File: src/rtl/fcs_pkg.sv
// Shared types and constants for the scaled FIR convolution block.
package fcs_pkg;

  localparam int unsigned VALUE_W = 16;
  localparam int unsigned Y_W     = 40;
  localparam int unsigned CNT_W   = 24;
  localparam int unsigned TAPC_W  = 7;
  localparam int unsigned DT_W    = 16;
  localparam int unsigned SLOT_W  = 6;
  localparam int unsigned PROD_W  = 2 * VALUE_W;

  localparam logic [TAPC_W-1:0] TAP_COUNT_RESET = 7'd64;
  localparam logic [DT_W-1:0]   DT_SCALE_RESET  = 16'd256;
  localparam logic [CNT_W-1:0]  CNT_MAX         = {CNT_W{1'b1}};

  localparam logic REG_TAP_COUNT = 1'b0;
  localparam logic REG_DT_SCALE  = 1'b1;

  localparam logic signed [Y_W-1:0] Y_MAX = {1'b0, {(Y_W-1){1'b1}}};
  localparam logic signed [Y_W-1:0] Y_MIN = {1'b1, {(Y_W-1){1'b0}}};

  typedef enum logic [1:0] {
    OP_SAMPLE  = 2'd0,
    OP_LOAD    = 2'd1,
    OP_RESTART = 2'd2
  } fcs_op_t;

  typedef enum logic [2:0] {
    ST_IDLE,
    ST_ROT,
    ST_DRAIN,
    ST_SCALE,
    ST_DONE
  } fcs_state_t;

  typedef struct packed {
    logic [1:0]                op;
    logic [SLOT_W-1:0]         tap_index;
    logic signed [VALUE_W-1:0] value;
  } fcs_in_t;

  typedef struct packed {
    logic signed [Y_W-1:0] y;
    logic [CNT_W-1:0]      sample_index;
  } fcs_out_t;

  typedef struct packed {
    logic shift;
    logic rotate;
    logic clear;
  } fcs_cell_ctrl_t;

  typedef struct packed {
    logic clear;
    logic take;
    logic scale;
  } fcs_mac_ctrl_t;

endpackage

File: src/rtl/fcs_mac.sv
// Multiply-accumulate, dt scaling, rounding and saturation.
module fcs_mac #(
  parameter int unsigned ACC_W = 38
) (
  input  logic                                clk,
  input  logic                                rst,
  input  fcs_pkg::fcs_mac_ctrl_t              ctrl,
  input  logic signed [fcs_pkg::VALUE_W-1:0]  coef,
  input  logic signed [fcs_pkg::VALUE_W-1:0]  sample,
  input  logic [fcs_pkg::DT_W-1:0]            dt,
  output logic signed [fcs_pkg::Y_W-1:0]      y
);
  import fcs_pkg::*;

  localparam int unsigned SC_W = ACC_W + DT_W + 1;
  localparam int unsigned RW   = SC_W - 8;

  logic signed [PROD_W-1:0] prod;
  logic                     prod_en;
  logic signed [ACC_W-1:0]  acc;
  logic signed [SC_W-1:0]   scaled;
  logic signed [SC_W-1:0]   biased;
  logic signed [RW-1:0]     rnd;
  logic [RW-Y_W:0]          hi;

  always_ff @(posedge clk) begin
    prod <= coef * sample;
  end

  always_ff @(posedge clk) begin
    if (rst) begin
      prod_en <= 1'b0;
    end else begin
      prod_en <= ctrl.take;
    end
  end

  always_ff @(posedge clk) begin
    if (ctrl.clear) begin
      acc <= '0;
    end else if (prod_en) begin
      acc <= acc + ACC_W'(prod);
    end
  end

  always_ff @(posedge clk) begin
    if (ctrl.scale) begin
      scaled <= SC_W'(acc) * SC_W'($signed({1'b0, dt}));
    end
  end

  always_comb begin
    biased = scaled + SC_W'(128);
    rnd    = RW'(biased >>> 8);
    hi     = rnd[RW-1:Y_W-1];
    if (&hi || ~|hi) begin
      y = rnd[Y_W-1:0];
    end else if (rnd[RW-1]) begin
      y = Y_MIN;
    end else begin
      y = Y_MAX;
    end
  end

endmodule
File: config.mk
export PLATFORM = sky130hd
export DESIGN_NAME = fcs_mac
export DESIGN_NICKNAME = d
export VERILOG_FILES = /design/src/rtl/fcs_pkg.sv /design/src/rtl/fcs_mac.sv
export SDC_FILE = /design/constraint.sdc
export NUM_CORES = 2
export LEC_CHECK = 0
export BUFFER_PORTS_ARGS = -buffer_cell sky130_fd_sc_hd__buf_2
export CORE_MARGIN = 2
export CORE_UTILIZATION = 40
export DETAILED_ROUTE_END_ITERATION = 8
export GPL_TIMING_DRIVEN = 0
export PLACE_DENSITY_LB_ADDON = 0.1
export SLEW_MARGIN = 25
export SYNTH_ARGS = -nofsm -noshare
export SYNTH_HDL_FRONTEND = slang
export SYNTH_SLANG_ARGS = --single-unit
File: constraint.sdc
create_clock -name clk -period 14.05 [get_ports clk]
set_input_delay 2.81 -clock clk [delete_from_list [all_inputs] [get_ports clk]]
set_output_delay 2.81 -clock clk [all_outputs]
set_load 0.02 [all_outputs]
==> metrics.md <==
| Metric | Value |
|---|---|
| Max-slew violations | `0` |
| Mapped Nets | `5193` |
| Number of synthesized flops with an enable pin | `48` |
| Crit path required time | `14.31 ns` |
| Hold WS | `0.644 ns` |
| Num ports | `93` |
| Hold path start | `acc[36]` |
| Synthesized area | `36600 µm²` |
| Number of post-CTS setup repair buffers | `0` |
| Synth warn | `0` |
| Slew headroom | `24.1%` |
| Via density | `4.83` |
| # fillers | `9089` |
| Initial DRC Count | `1275` |
| FF+latch count, synth | `119` |
| Die Width | `306 µm` |
| Layout cell share with drive strength beyond 1 | `3.29%` |
| Post-layout minimum cycle time | `10.96 ns` |
| Synth top area share | `45.7%` |
| Status | `finished clean` |
| Pin count of the biggest net entering global routing | `49` |
| Distinct cells, synth | `79` |
| CP endpoint kind | `register` |
| Via count | `25800` |
| Hold-fix buffers at CTS | `0` |
| Post-DRT Antenna Nets | `0` |
| Initial Utilization | `40.5%` |
| Post-Synthesis Cells | `4059` |
| Total routed wirelength | `101000 µm` |
| Clock Latency Late Sink | `0.51 ns` |
| P&R area growth vs syn | `6.68%` |
| Top_reg_cell synth | `dfxtp_1` |
| RSZ-0062 raised after global routing | `false` |
| WHS Path Cells | `2` |
| Rows | `110` |
| Reg2Reg Depth | `23` |
| Syn_area_per_cell | `9.01 µm²` |
| H-tree depth | `4` |
| CTS tree | `done` |
| Wire length on met2 | `47100 µm` |
| Asr flop ratio synth | `0%` |
| Post-layout util | `43.2%` |
| Met3 routed WL | `5590 µm` |
| Maxcap violations | `0` |
| # DRC | `0` |
| Post-route clock period utilization | `78.0%` |
| Port bufs | `76` |
| Commonest non-fill, non-tap cell in the layout | `inv_1` |
| Dominant cell type by area after synthesis | `fa_1` |
| Hold Path Class | `reg -> reg` |
| DR top layer | `met4` |
| Root Driver | `clkbuf_16` |
| Gpl congestion | `0.892` |
| Clk sink count | `119` |
| Maximum clock path buffer count | `2` |
| WHS Endpoint | `acc[36]` |
| HPWL after detailed placement | `87200 µm` |
| Top cells by area, synth | `fa_1 46%, inv_1 10%, ha_1 8.5%, nand2_1 5.8%, and2_1 5.8%` |
| R2r startpoint | `acc[37]` |
| Post-CTS sizing | `0` |
| Setup TNS | `0 ns` |
| WS Path Type | `in -> reg` |
| F_max | `91.3 MHz` |
| All-Layer GR Usage | `22.7%` |
| First-pass GRT wire length | `161000 µm` |
| Worst-path clk slew | `0.06 ns` |
| Most frequent cells in the layout | `983 x inv_1, 834 x fa_1, 568 x nand2_1` |
| Final Hold Vio Count | `0` |
| Setup slack, reg-to-reg | `5.39 ns` |
| CTS Buf Count | `17` |
| RR Endpoint | `scaled[53]` |
| Die Area | `93800 µm²` |
| Antenna violations before repair | `4` |
| Metal-1 WL | `46500 µm` |
| Post-Place Setup Slack | `2.40 ns` |
| Core area | `90300 µm²` |
| Fin Clk Skew | `0.0240 ns` |
| Die Ht | `306 µm` |
| Drt first pass iters | `5` |
| Register area share after synthesis | `7.83%` |
| Gr ovfl total | `0` |
| Area occupied by multi-input gates | `29400 µm²` |
| Startpoint types | `primary input` |
| Critical Path Fanout Max | `10` |
| Critical Path AT | `11.21 ns` |
| Vias in the first global route | `27600` |
| Least-Margin Pin Slew | `1.14 ns` |
| Drt wl/cell | `19.0 µm` |
| Worst setup margin | `3.09 ns` |
| Post-layout nets | `5288` |
| Register area | `2860 µm²` |
| Endpoints failing setup | `0` |
Yosys cell counts (all sizes together) (48+ instances only):
master,count
xnor2,94
fa,834
a21oi,99
o21ai,86
dfxtp,71
xor2,64
inv,983
edfxtp,48
nand2,568
clkbuf,145
and2,338
ha,247
nor2,117
kinds of logic after synthesis:
logic type	Yosys count	synth area share [%]
DFF	119	7.83
and+or+nand+nor	1183	15.7
xor gates and xnor gates	158	3.81
buffers and inverters	1143	11.8
AOI/OAI and AO/OA	349	6.05
muxes	26	0.719
adders and majority gates	1081	54.1
registers in the layout, indices dropped and copies added, names as in the netlist:
register  cells
scaled       48
acc          38
prod         32
prod_en       1
how the worst max path moves through the flow:
| stage | start | end | slack (ns) | cells after the start |
|---|---|---|---|---|
| after CTS | dt[7] | scaled[53] | 2.93 | 24 |
| final | dt[7] | scaled[53] | 3.09 | 24 |
| after global placement | dt[7] | scaled[53] | 1.65 | 24 |
| after floorplan | dt[2] | scaled[53] | 4.93 | 24 |
| after global routing | dt[7] | scaled[53] | 2.69 | 24 |
| after detailed placement | dt[7] | scaled[53] | 2.40 | 24 |
critical path, cell delays in order:
cell,delay (ns)
clkbuf_1,0.51
clkbuf_1,0.83
and2_1,0.25
fa_1,0.41
inv_1,0.08
fa_1,0.43
fa_1,0.57
inv_1,0.07
fa_1,0.53
fa_1,0.50
inv_1,0.05
fa_1,0.47
inv_1,0.04
ha_1,0.38
and4_1,0.28
nand3_1,0.24
or4_1,0.49
a2111oi_2,0.63
a2111oi_0,0.27
nor2_1,0.46
and4_1,0.28
nor3_1,0.08
o21bai_1,0.15
xor2_1,0.37
metrics by stage:
step,std cells,instance area (µm²)
floorplan,4059,36600
global placement,5311,38400
detailed placement,5311,38400
CTS,5343,39000
global route,5343,39000
finish,5344,39000
layout make-up:
type / instances / area share, %
Multi-Input combinational cell: 2797 / 75.3
Inverter: 983 / 9.46
Sequential cell: 119 / 7.34
Tap cell: 1176 / 3.77
Buffer: 160 / 1.63
Clock buffer: 21 / 1.26
Timing Repair Buffer: 76 / 0.982
Clock inverter: 11 / 0.218
Antenna cell: 1 / 0.00642
per-layer routing:
layer,vias up,track usage (%)
met1,12900,31.2
li1,12300,-
met3,78,3.75
met4,0,6.02
met5,-,0
met2,587,37.1
Power is left out: the tool's default activity adds up to more than one toggle a clock period on the data nets, which glitch-free logic cannot reach.
