==> src/rtl/fcs_pkg.sv <==
// Shared types and constants for the scaled FIR convolution block.
package fcs_pkg;

  localparam int unsigned VALUE_W = 16;
  localparam int unsigned Y_W     = 40;
  localparam int unsigned CNT_W   = 24;
  localparam int unsigned TAPC_W  = 7;
  localparam int unsigned DT_W    = 16;
  localparam int unsigned SLOT_W  = 6;
  localparam int unsigned PROD_W  = 2 * VALUE_W;

  localparam logic [TAPC_W-1:0] TAP_COUNT_RESET = 7'd64;
  localparam logic [DT_W-1:0]   DT_SCALE_RESET  = 16'd256;
  localparam logic [CNT_W-1:0]  CNT_MAX         = {CNT_W{1'b1}};

  localparam logic REG_TAP_COUNT = 1'b0;
  localparam logic REG_DT_SCALE  = 1'b1;

  localparam logic signed [Y_W-1:0] Y_MAX = {1'b0, {(Y_W-1){1'b1}}};
  localparam logic signed [Y_W-1:0] Y_MIN = {1'b1, {(Y_W-1){1'b0}}};

  typedef enum logic [1:0] {
    OP_SAMPLE  = 2'd0,
    OP_LOAD    = 2'd1,
    OP_RESTART = 2'd2
  } fcs_op_t;

  typedef enum logic [2:0] {
    ST_IDLE,
    ST_ROT,
    ST_DRAIN,
    ST_SCALE,
    ST_DONE
  } fcs_state_t;

  typedef struct packed {
    logic [1:0]                op;
    logic [SLOT_W-1:0]         tap_index;
    logic signed [VALUE_W-1:0] value;
  } fcs_in_t;

  typedef struct packed {
    logic signed [Y_W-1:0] y;
    logic [CNT_W-1:0]      sample_index;
  } fcs_out_t;

  typedef struct packed {
    logic shift;
    logic rotate;
    logic clear;
  } fcs_cell_ctrl_t;

  typedef struct packed {
    logic clear;
    logic take;
    logic scale;
  } fcs_mac_ctrl_t;

endpackage

==> src/rtl/fcs_cell.sv <==
// One ring cell: holds one coefficient and one history sample.
module fcs_cell (
  input  logic                                clk,
  input  logic                                rst,
  input  fcs_pkg::fcs_cell_ctrl_t             ctrl,
  input  logic                                load,
  input  logic signed [fcs_pkg::VALUE_W-1:0]  load_value,
  input  logic signed [fcs_pkg::VALUE_W-1:0]  shift_in,
  input  logic signed [fcs_pkg::VALUE_W-1:0]  rot_coef_in,
  input  logic signed [fcs_pkg::VALUE_W-1:0]  rot_sample_in,
  output logic signed [fcs_pkg::VALUE_W-1:0]  coef,
  output logic signed [fcs_pkg::VALUE_W-1:0]  sample
);
  import fcs_pkg::*;

  always_ff @(posedge clk) begin
    if (rst) begin
      sample <= '0;
    end else if (ctrl.clear) begin
      sample <= '0;
    end else if (ctrl.shift) begin
      sample <= shift_in;
    end else if (ctrl.rotate) begin
      sample <= rot_sample_in;
    end
  end

  always_ff @(posedge clk) begin
    if (load) begin
      coef <= load_value;
    end else if (ctrl.rotate) begin
      coef <= rot_coef_in;
    end
  end

endmodule

==> config.mk <==
export PLATFORM = sky130hd
export DESIGN_NAME = fcs_cell
export DESIGN_NICKNAME = d
export VERILOG_FILES = /design/src/rtl/fcs_pkg.sv /design/src/rtl/fcs_cell.sv
export SDC_FILE = /design/constraint.sdc
export NUM_CORES = 1
export LEC_CHECK = 0
export BUFFER_PORTS_ARGS = -buffer_cell sky130_fd_sc_hd__buf_2
export CORE_MARGIN = 2
export CORE_UTILIZATION = 40
export DETAILED_ROUTE_END_ITERATION = 10
export MAX_ROUTING_LAYER = met4
export PLACE_DENSITY = 0.73
export SLEW_MARGIN = 10
export SYNTH_ARGS = -nofsm -noshare
export SYNTH_HDL_FRONTEND = slang
export SYNTH_SLANG_ARGS = --single-unit
==> constraint.sdc <==
create_clock -name clk -period 1.8 [get_ports clk]
set_input_delay 0.36 -clock clk [delete_from_list [all_inputs] [get_ports clk]]
set_output_delay 0.36 -clock clk [all_outputs]
set_load 0.02 [all_outputs]
==> parameters.txt, run 1 <==
Parameter                              Value

Outcome
  Result of the run ... complete, no violations

Placed design
  IO Port Bufs ... around 100
  Post-Place Setup Slack ... about 340 ps
  Final RePlAce weighted congestion ... 0.638
  Cell area reported after detailed placement ... 2080 um2
  Dpl hpwl ... around 2.5 mm

Yosys
  Synthesis-stage register bit count ... 32
  Cells taking the most area after synthesis ... sky130_fd_sc_hd__edfxtp_1 (31%), sky130_fd_sc_hd__dfxtp_1 (21%), sky130_fd_sc_hd__mux2_2 (17%)
  Count leader, synth ... sky130_fd_sc_hd__mux2_2
  Most frequent cells after synthesis ... sky130_fd_sc_hd__mux2_2 (23), sky130_fd_sc_hd__dfxtp_1 (16), sky130_fd_sc_hd__edfxtp_1 (16), sky130_fd_sc_hd__o211a_1 (16), sky130_fd_sc_hd__nand2b_1 (15)
  Yosys warnings ... 0
  Post-Synthesis Cells ... approximately 110
  Netlist Area Pre-Place ... between 1500 and 2000 um2
  Synthesized area per cell ... 14.4 um2
  Number of unique standard cell types used by synthesis ... 13
  Part of the Yosys area used for sequential elements ... between 50% and 60%
  Cell type with the highest aggregate area in the netlist ... sky130_fd_sc_hd__edfxtp_1
  Proportion of netlist area held by the largest area contributor ... 31.5%
  Most frequently used flop master after synthesis ... sky130_fd_sc_hd__edfxtp_1
  Async SR Flop Fraction ... 0%
  Post-Syn Nets ... 176
  Number of flops mapped to enable cells by yosys ... 16

Setup path
  Type of the setup path with the least slack ... flop to output port
  Data arrival at the endpoint of the critical path ... 810 ps
  Cell with the biggest individual delay on the critical path ... sky130_fd_sc_hd__edfxtp_1
  Slowest stage delay, CP ... around 370 ps
  Critical path's top delay family ... flip-flops
  Setup slack on the worst flop-to-flop path ... 920 ps
  Cell Chain, Critical Path ... buf_2
  Worst-path fanout max ... 1
  Count of buffering cells on the critical path with inverters included ... 1
  CP endpoint kind ... output port
  Endpoint required time on the critical path ... 1440 ps
  Startpoint class of the critical path ... flop

STA
  Clock period minus worst slack ... 1170 ps
  Worst-margin pin slew ... between 300 and 400 ps
  Period utilization ... about two thirds
  Maximum frequency from static timing analysis ... about 0.85 GHz
  Hold violation total from the final report ... 0
  Worst setup slack after layout ... roughly 630 ps
  Final-report setup violation count ... 0
  RSZ-0062 raised after global routing ... no
  Final worst clock skew ... 0 ps
  Number of max-slew violations in the final report ... 0
  Sum Neg Setup Slack ... 0 ps
  Slew headroom ... approximately three quarters

GRT
  Largest net degree at the start of global routing ... 19
  Via count of the first global-routing pass ... ~1.1k
  Global route overflow ... 0
  Gr usage total ... 14.9%
  Initial antenna violation count ... 0
  First-pass GRT wire length ... roughly 4.8 mm

Routing
  Overall via count from detail_route ... 1186
  Count of unresolved DRC violations after routing ... 0
  Routed wire length per instance ... approximately 12 um
  Antenna-violating nets left ... 0
  Vias per std cell ... roughly 4.6
  Starting DRC count in detailed routing ... 36
  DRT Wirelength ... around 3.1 mm
  DRT Pass-1 Iters ... 2

Floorplan
  Die height ... 65.8 um
  Width of the die ... about 66 um
  Core area ... around 3700 um2
  Full die area ... 4330 um2
  Starting Density ... 41.7%
  Std-Cell Rows ... 22
  Boundary pin count ... ~100

Run
  Max-cap violations ... 0

Cells and area
  ANT cells ... 0
  Nets ... approximately 280
  Final instance area ... 2180 um2
  Layout area overhead ... 43.0%
  Fraction of layout cells with a size suffix above 1 ... 68.9%

Clocking
  Post-cts resize count ... 0
  Max Buffers Root-to-Sink ... 2
  Clock latency on the worst-skew pair ... roughly 270 ps
  Num CTS Buffers ... 5
  Clock tree from TritonCTS ... built
  Library cell used as clock root buffer ... sky130_fd_sc_hd__clkbuf_8
  Clock Pin Slew Worst Setup and Hold Paths ... 60 ps
  H-tree lvl count ... 2
  Clock sinks ... 32
  Post-CTS Repair Setup Buffers ... 0
  Hold-fix buffers, CTS ... 0

Power
  Leakage power ... 0.00120 uW
  Sequential fraction of design power ... ~48%
  Power per standard cell area ... ~820 nW/um2
  Switching power of the nets ... 422 uW
  Overall power ... 1780 uW
  Internal power contribution ... 1360 uW
  Combinational fraction of design power ... 19.7%
  Switching power share of the total ... 23.7%
  Clock power share ... 32.8%
  Worst supply voltage drop on vdd ... about 330 uV

Hold path
  Worst min-delay path category ... input pin to flop
[layout by cell type (no fill, tap or decap), drive strengths merged]
cell,Yosys,final
edfxtp,16,16
mux2,32,32
nor2,1,1
or2,1,1
o211a,16,16
dfxtp,16,16
or2b,1,1
clkbuf,1,8
buf,7,106
nand2b,15,15
[final timing paths]
| path | startpoint | to | cells past startpoint |
|---|---|---|---|
| hold / removal | load_value[2] | coef[2]$_DFFE_PP_ | 2 |
| setup reg to reg | sample[9]$_SDFFE_PP0P_ | sample[9]$_SDFFE_PP0P_ | 2 |
| setup / recovery | coef[5]$_DFFE_PP_ | coef[5] | 1 |
| hold reg to reg | sample[11]$_SDFFE_PP0P_ | sample[11]$_SDFFE_PP0P_ | 2 |
[layer usage]
layer	GRT usage, %	wire length (um)
met5	-	0
met4	5.47	36
met3	7.16	504
met2	23.7	1300
met1	16.2	1290
[logic make-up after synthesis]
logic type,after synthesis,synth area share (%)
flip-flops,32,52.5
AO/OA/AOI/OAI,16,10.5
multiplexers,32,25.8
AND/OR/NAND/NOR,18,7.30
buffers and inverters,8,3.93
[area by class of cell]
cell class	count	area [um2]
flip-flops and latches	32	801
fillers	326	1480
well taps	48	60.1
clock buffers	8	100
multi-input cells	66	666
repair buffers	106	556
[metrics by stage]
stage | std cells | hold WS (ps) | util (%)
2_1_floorplan | 106 | 554 | -
3_3_place_gp | 252 | 581 | 56.9
3_5_place_dp | 252 | 587 | 56.9
4_1_cts | 260 | 373 | 59.6
5_1_grt | 260 | 375 | 59.6
6_report | 260 | 386 | 59.6
[flip-flops by register name, indices dropped and copies added (netlist names)]
name,count
coef,16
sample,16
[power groups by stage]
| stage | sequential (uW) | combinational [uW] | clock [uW] |
|---|---|---|---|
| global placement | 861 | 351 | 0 |
| detailed placement | 861 | 355 | 0 |
| floorplan | 940 | 134 | 0 |
| finish | 845 | 351 | 584 |
| global route | 850 | 379 | 643 |
| CTS | 846 | 356 | 607 |
Note: power is estimated with default switching activity, not from simulation.
==> run 2: changes to the inputs <==
--- a/config.mk
+++ b/config.mk
@@ -5,12 +5,13 @@
 export SDC_FILE = /design/constraint.sdc
 export NUM_CORES = 1
 export LEC_CHECK = 0
+export ABC_AREA = 1
 export BUFFER_PORTS_ARGS = -buffer_cell sky130_fd_sc_hd__buf_2
 export CORE_MARGIN = 2
 export CORE_UTILIZATION = 40
 export DETAILED_ROUTE_END_ITERATION = 10
 export MAX_ROUTING_LAYER = met4
-export PLACE_DENSITY = 0.73
+export PLACE_DENSITY = 0.74
 export SLEW_MARGIN = 10
 export SYNTH_ARGS = -nofsm -noshare
 export SYNTH_HDL_FRONTEND = slang
==> constraint.sdc (replaced) <==
create_clock -name clk -period 1.18 [get_ports clk]
set_input_delay 0.236 -clock clk [delete_from_list [all_inputs] [get_ports clk]]
set_output_delay 0.236 -clock clk [all_outputs]
set_load 0.02 [all_outputs]
==> run 2 against run 1 <==
Sequential power up 53%. Clock-buffer cell count down 1. Non-clock buffer count down 1. Cell area down 3.8%. Largest power group unchanged. Area after synthesis down 1.6%. Largest cell class unchanged. Critical path type unchanged. Final cell count up 32%.
==> parameters.txt, run 2 <==
Parameter                              Value

GRT
  Initial antenna violation count ... 0 (unchanged)
  Gr usage total ... 19.5% (was 14.9%)
  Via count of the first global-routing pass ... 1500 (was 1097)
  Largest net degree at the start of global routing ... 17 (was 19)
  First-pass GRT wire length ... 6.13 mm (was 4.75 mm)
  Global route overflow ... 0 (unchanged)

Yosys
  Most frequently used flop master after synthesis ... sky130_fd_sc_hd__edfxtp_1 (unchanged)
  Number of unique standard cell types used by synthesis ... 12 (was 13)
  Cells taking the most area after synthesis ... sky130_fd_sc_hd__edfxtp_1 (32%), sky130_fd_sc_hd__nand2_1 (24%), sky130_fd_sc_hd__dfxtp_1 (21%) (was sky130_fd_sc_hd__edfxtp_1 (31%), sky130_fd_sc_hd__dfxtp_1 (21%), sky130_fd_sc_hd__mux2_2 (17%))
  Post-Synthesis Cells ... 191 (was 106)
  Synthesized area per cell ... 7.86 um2 (was 14.4 um2)
  Cell type with the highest aggregate area in the netlist ... sky130_fd_sc_hd__edfxtp_1 (unchanged)
  Async SR Flop Fraction ... 0% (unchanged)
  Synthesis-stage register bit count ... 32 (unchanged)
  Count leader, synth ... sky130_fd_sc_hd__nand2_1 (was sky130_fd_sc_hd__mux2_2)
  Number of flops mapped to enable cells by yosys ... 16 (unchanged)
  Yosys warnings ... 0 (unchanged)
  Part of the Yosys area used for sequential elements ... 53.3% (was 52.5%)
  Netlist Area Pre-Place ... 1500 um2 (was 1530 um2)
  Proportion of netlist area held by the largest area contributor ... 32.0% (was 31.5%)
  Post-Syn Nets ... 261 (was 176)
  Most frequent cells after synthesis ... sky130_fd_sc_hd__nand2_1 (96), sky130_fd_sc_hd__nand3_1 (32), sky130_fd_sc_hd__inv_1 (17) (was sky130_fd_sc_hd__mux2_2 (23), sky130_fd_sc_hd__dfxtp_1 (16), sky130_fd_sc_hd__edfxtp_1 (16), sky130_fd_sc_hd__o211a_1 (16), sky130_fd_sc_hd__nand2b_1 (15))

Power
  Switching power share of the total ... 26.5% (was 23.7%)
  Internal power contribution ... 1880 uW (was 1360 uW)
  Clock power share ... 29.9% (was 32.8%)
  Combinational fraction of design power ... 19.7% (about the same)
  Worst supply voltage drop on vdd ... 584 uV (was 328 uV)
  Power per standard cell area ... 1220 nW/um2 (was 815 nW/um2)
  Leakage power ... 0.00124 uW (was 0.00120 uW)
  Sequential fraction of design power ... 50.4% (was 47.5%)
  Switching power of the nets ... 675 uW (was 422 uW)

Floorplan
  Core area ... 3630 um2 (was 3660 um2)
  Boundary pin count ... 102 (unchanged)
  Die height ... 65.3 um (was 65.8 um)
  Full die area ... 4260 um2 (was 4330 um2)
  Std-Cell Rows ... 22 (unchanged)
  Width of the die ... 65.3 um (was 65.8 um)
  Starting Density ... 41.3% (was 41.7%)

Cells and area
  Fraction of layout cells with a size suffix above 1 ... 38.8% (was 68.9%)
  ANT cells ... 0 (unchanged)
  Layout area overhead ... 39.7% (was 43.0%)
  Register cell area after layout ... 801 um2 (unchanged)
  Registers with the most flip-flops ... coef (16), sample (16) (unchanged)
  Multi-input gate area in the final layout ... 553 um2 (was 666 um2)
  Leading cell type in the layout, fill and taps excluded ... sky130_fd_sc_hd__buf_2 (unchanged)
  Final standard cell count with taps included and fillers excluded ... 342 (was 260)
  Most frequent cells in the layout ... sky130_fd_sc_hd__buf_2 (101), sky130_fd_sc_hd__nand2_1 (96), sky130_fd_sc_hd__nand3_1 (32), sky130_fd_sc_hd__inv_1 (17) (was sky130_fd_sc_hd__buf_2 (101), sky130_fd_sc_hd__mux2_2 (23), sky130_fd_sc_hd__o211a_1 (16), sky130_fd_sc_hd__edfxtp_1 (16), sky130_fd_sc_hd__dfxtp_1 (16))
  Nets ... 363 (was 281)
  Fillers ... 376 (was 326)

STA
  Hold Worst Slack ... 223 ps (was 386 ps)
  Number of max-slew violations in the final report ... 0 (unchanged)
  Period utilization ... between 80% and 90%
  Final worst clock skew ... 0 ps (unchanged)
  Worst setup slack after layout ... 121 ps (was 626 ps)
  Hold violation total from the final report ... 0 (unchanged)
  Maximum frequency from static timing analysis ... 0.944 GHz
  Final-report setup violation count ... 0 (unchanged)
  Clock period minus worst slack ... roughly 1100 ps
  Slew headroom ... 70.4% (was 76.6%)
  RSZ-0062 raised after global routing ... no (unchanged)
  Worst-margin pin slew ... 443 ps (was 352 ps)
  Sum Neg Setup Slack ... 0 ps (unchanged)

Clocking
  H-tree lvl count ... 2 (unchanged)
  Num CTS Buffers ... 5 (unchanged)
  Library cell used as clock root buffer ... sky130_fd_sc_hd__clkbuf_8 (unchanged)
  Clock Pin Slew Worst Setup and Hold Paths ... 60 ps (about the same)
  Post-cts resize count ... 0 (unchanged)
  Post-CTS Repair Setup Buffers ... 0 (unchanged)
  Max Buffers Root-to-Sink ... 2 (unchanged)
  Clock latency on the worst-skew pair ... 270 ps (about the same)
  Clock tree from TritonCTS ... built (unchanged)
  Hold-fix buffers, CTS ... 0 (unchanged)
  Clock sinks ... 32 (unchanged)

Setup path
  Worst-path fanout max ... 1 (unchanged)
  Cell with the biggest individual delay on the critical path ... sky130_fd_sc_hd__edfxtp_1 (unchanged)
  Count of buffering cells on the critical path with inverters included ... 1 (unchanged)
  Endpoint required time on the critical path ... 940 ps (was 1440 ps)
  Levels on crit path ... 1 (unchanged)
  Startpoint class of the critical path ... flop (unchanged)
  Type of the setup path with the least slack ... flop to output port (unchanged)
  Data arrival at the endpoint of the critical path ... 820 ps (was 810 ps)
  Slowest stage delay, CP ... 380 ps (was 370 ps)
  CP endpoint kind ... output port (unchanged)
  Cell Chain, Critical Path ... buf_2 (unchanged)
  Critical path's top delay family ... flip-flops (unchanged)
  Worst-case reg-to-reg path depth ... 4 (was 2)

Routing
  Count of unresolved DRC violations after routing ... 0 (unchanged)
  Antenna-violating nets left ... 0 (unchanged)
  Vias per std cell ... 4.52 (was 4.56)
  Routed wire length per instance ... 11.0 um (was 12.1 um)
  Overall via count from detail_route ... 1547 (was 1186)
  Starting DRC count in detailed routing ... 94 (was 36)
  DRT Wirelength ... 3.77 mm (was 3.13 mm)
  DRT Pass-1 Iters ... 4 (was 2)

Placed design
  Number of instances in the placed design ... 334 (was 252)
  Dpl hpwl ... 2.92 mm (was 2.46 mm)
  Post-Place Setup Slack ... 134 ps (was 344 ps)
  Final RePlAce weighted congestion ... 0.793 (was 0.638)
  IO Port Bufs ... 101 (unchanged)

Hold path
  Worst min-delay path category ... input pin to flop (unchanged)
  Worst Hold Depth ... 3 (was 2)

Run
  Max-cap violations ... 0 (unchanged)

Outcome
  Result of the run ... complete, no violations (unchanged)
[run 2: cell count changes in the layout (fill, tap and decap cells not counted), sizes merged]
cell | previous run | this run
nand2 | 0 | 96
nor2 | 1 | 2
clkinv | 0 | 1
nand2b | 15 | 0
or2b | 1 | 0
buf | 106 | 105
inv | 0 | 18
nand3 | 0 | 32
o211a | 16 | 0
clkbuf | 8 | 7
mux2 | 32 | 0
[run 2: cell type report]
type | count | share of cell area [%]
Tap cell | 48 | 2.86
Sequential cell | 32 | 38.2
Timing Repair Buffer | 105 | 25.5
Clock buffer | 7 | 3.64
Inverter | 18 | 3.22
Clock inverter | 1 | 0.239
Multi-Input combinational cell | 131 | 26.4
[run 2: final timing paths]
check / from / end / slack, ps
max reg2reg: sample[10]$_SDFFE_PP0P_ / sample[10]$_SDFFE_PP0P_ / 540
min: rot_coef_in[8] / coef[8]$_DFFE_PP_ / 220
min reg2reg: sample[6]$_SDFFE_PP0P_ / sample[6]$_SDFFE_PP0P_ / 530
max: coef[0]$_DFFE_PP_ / coef[0] / 120
[run 2: kinds of logic after synthesis]
logic type	count (synthesis)	synth area share [%]
AND/OR/NAND/NOR	131	36.7
flip-flops	32	53.3
buffers and inverters	28	10.0
[run 2: power groups by stage]
stage          clock, uW  sequential (uW)  combinational, uW
6_report             763             1290                503
5_1_grt              857             1290                557
4_1_cts              788             1290                507
3_5_place_dp           0             1310                505
3_3_place_gp           0             1310                501
2_1_floorplan          0             1420                182
[run 2: worst reg2reg max path, cell delays in order (launching register included)]
cell and delay [ps]:
sky130_fd_sc_hd__dfxtp_1 320, sky130_fd_sc_hd__nand2_1 60, sky130_fd_sc_hd__nand3_1 60, sky130_fd_sc_hd__nand2_1 60, sky130_fd_sc_hd__inv_1 40
[run 2: layer usage]
metal / track usage [%] / vias to the layer above / routed length (um)
met5: - / - / 0
met4: 8.59 / 0 / 79
met3: 4.79 / 9 / 245
met2: 34.8 / 54 / 1920
met1: 20.3 / 686 / 1520
li1: - / 798 / -
[run 2: per-stage QoR]
step / area (um2) / total power, uW / util [%]
3_3_place_gp: 2020 / 1810 / 55.5
5_1_grt: 2100 / 2710 / 57.7
6_report: 2100 / 2550 / 57.7
4_1_cts: 2100 / 2580 / 57.7
2_1_floorplan: 1500 / 1600 / -
3_5_place_dp: 2020 / 1820 / 55.5
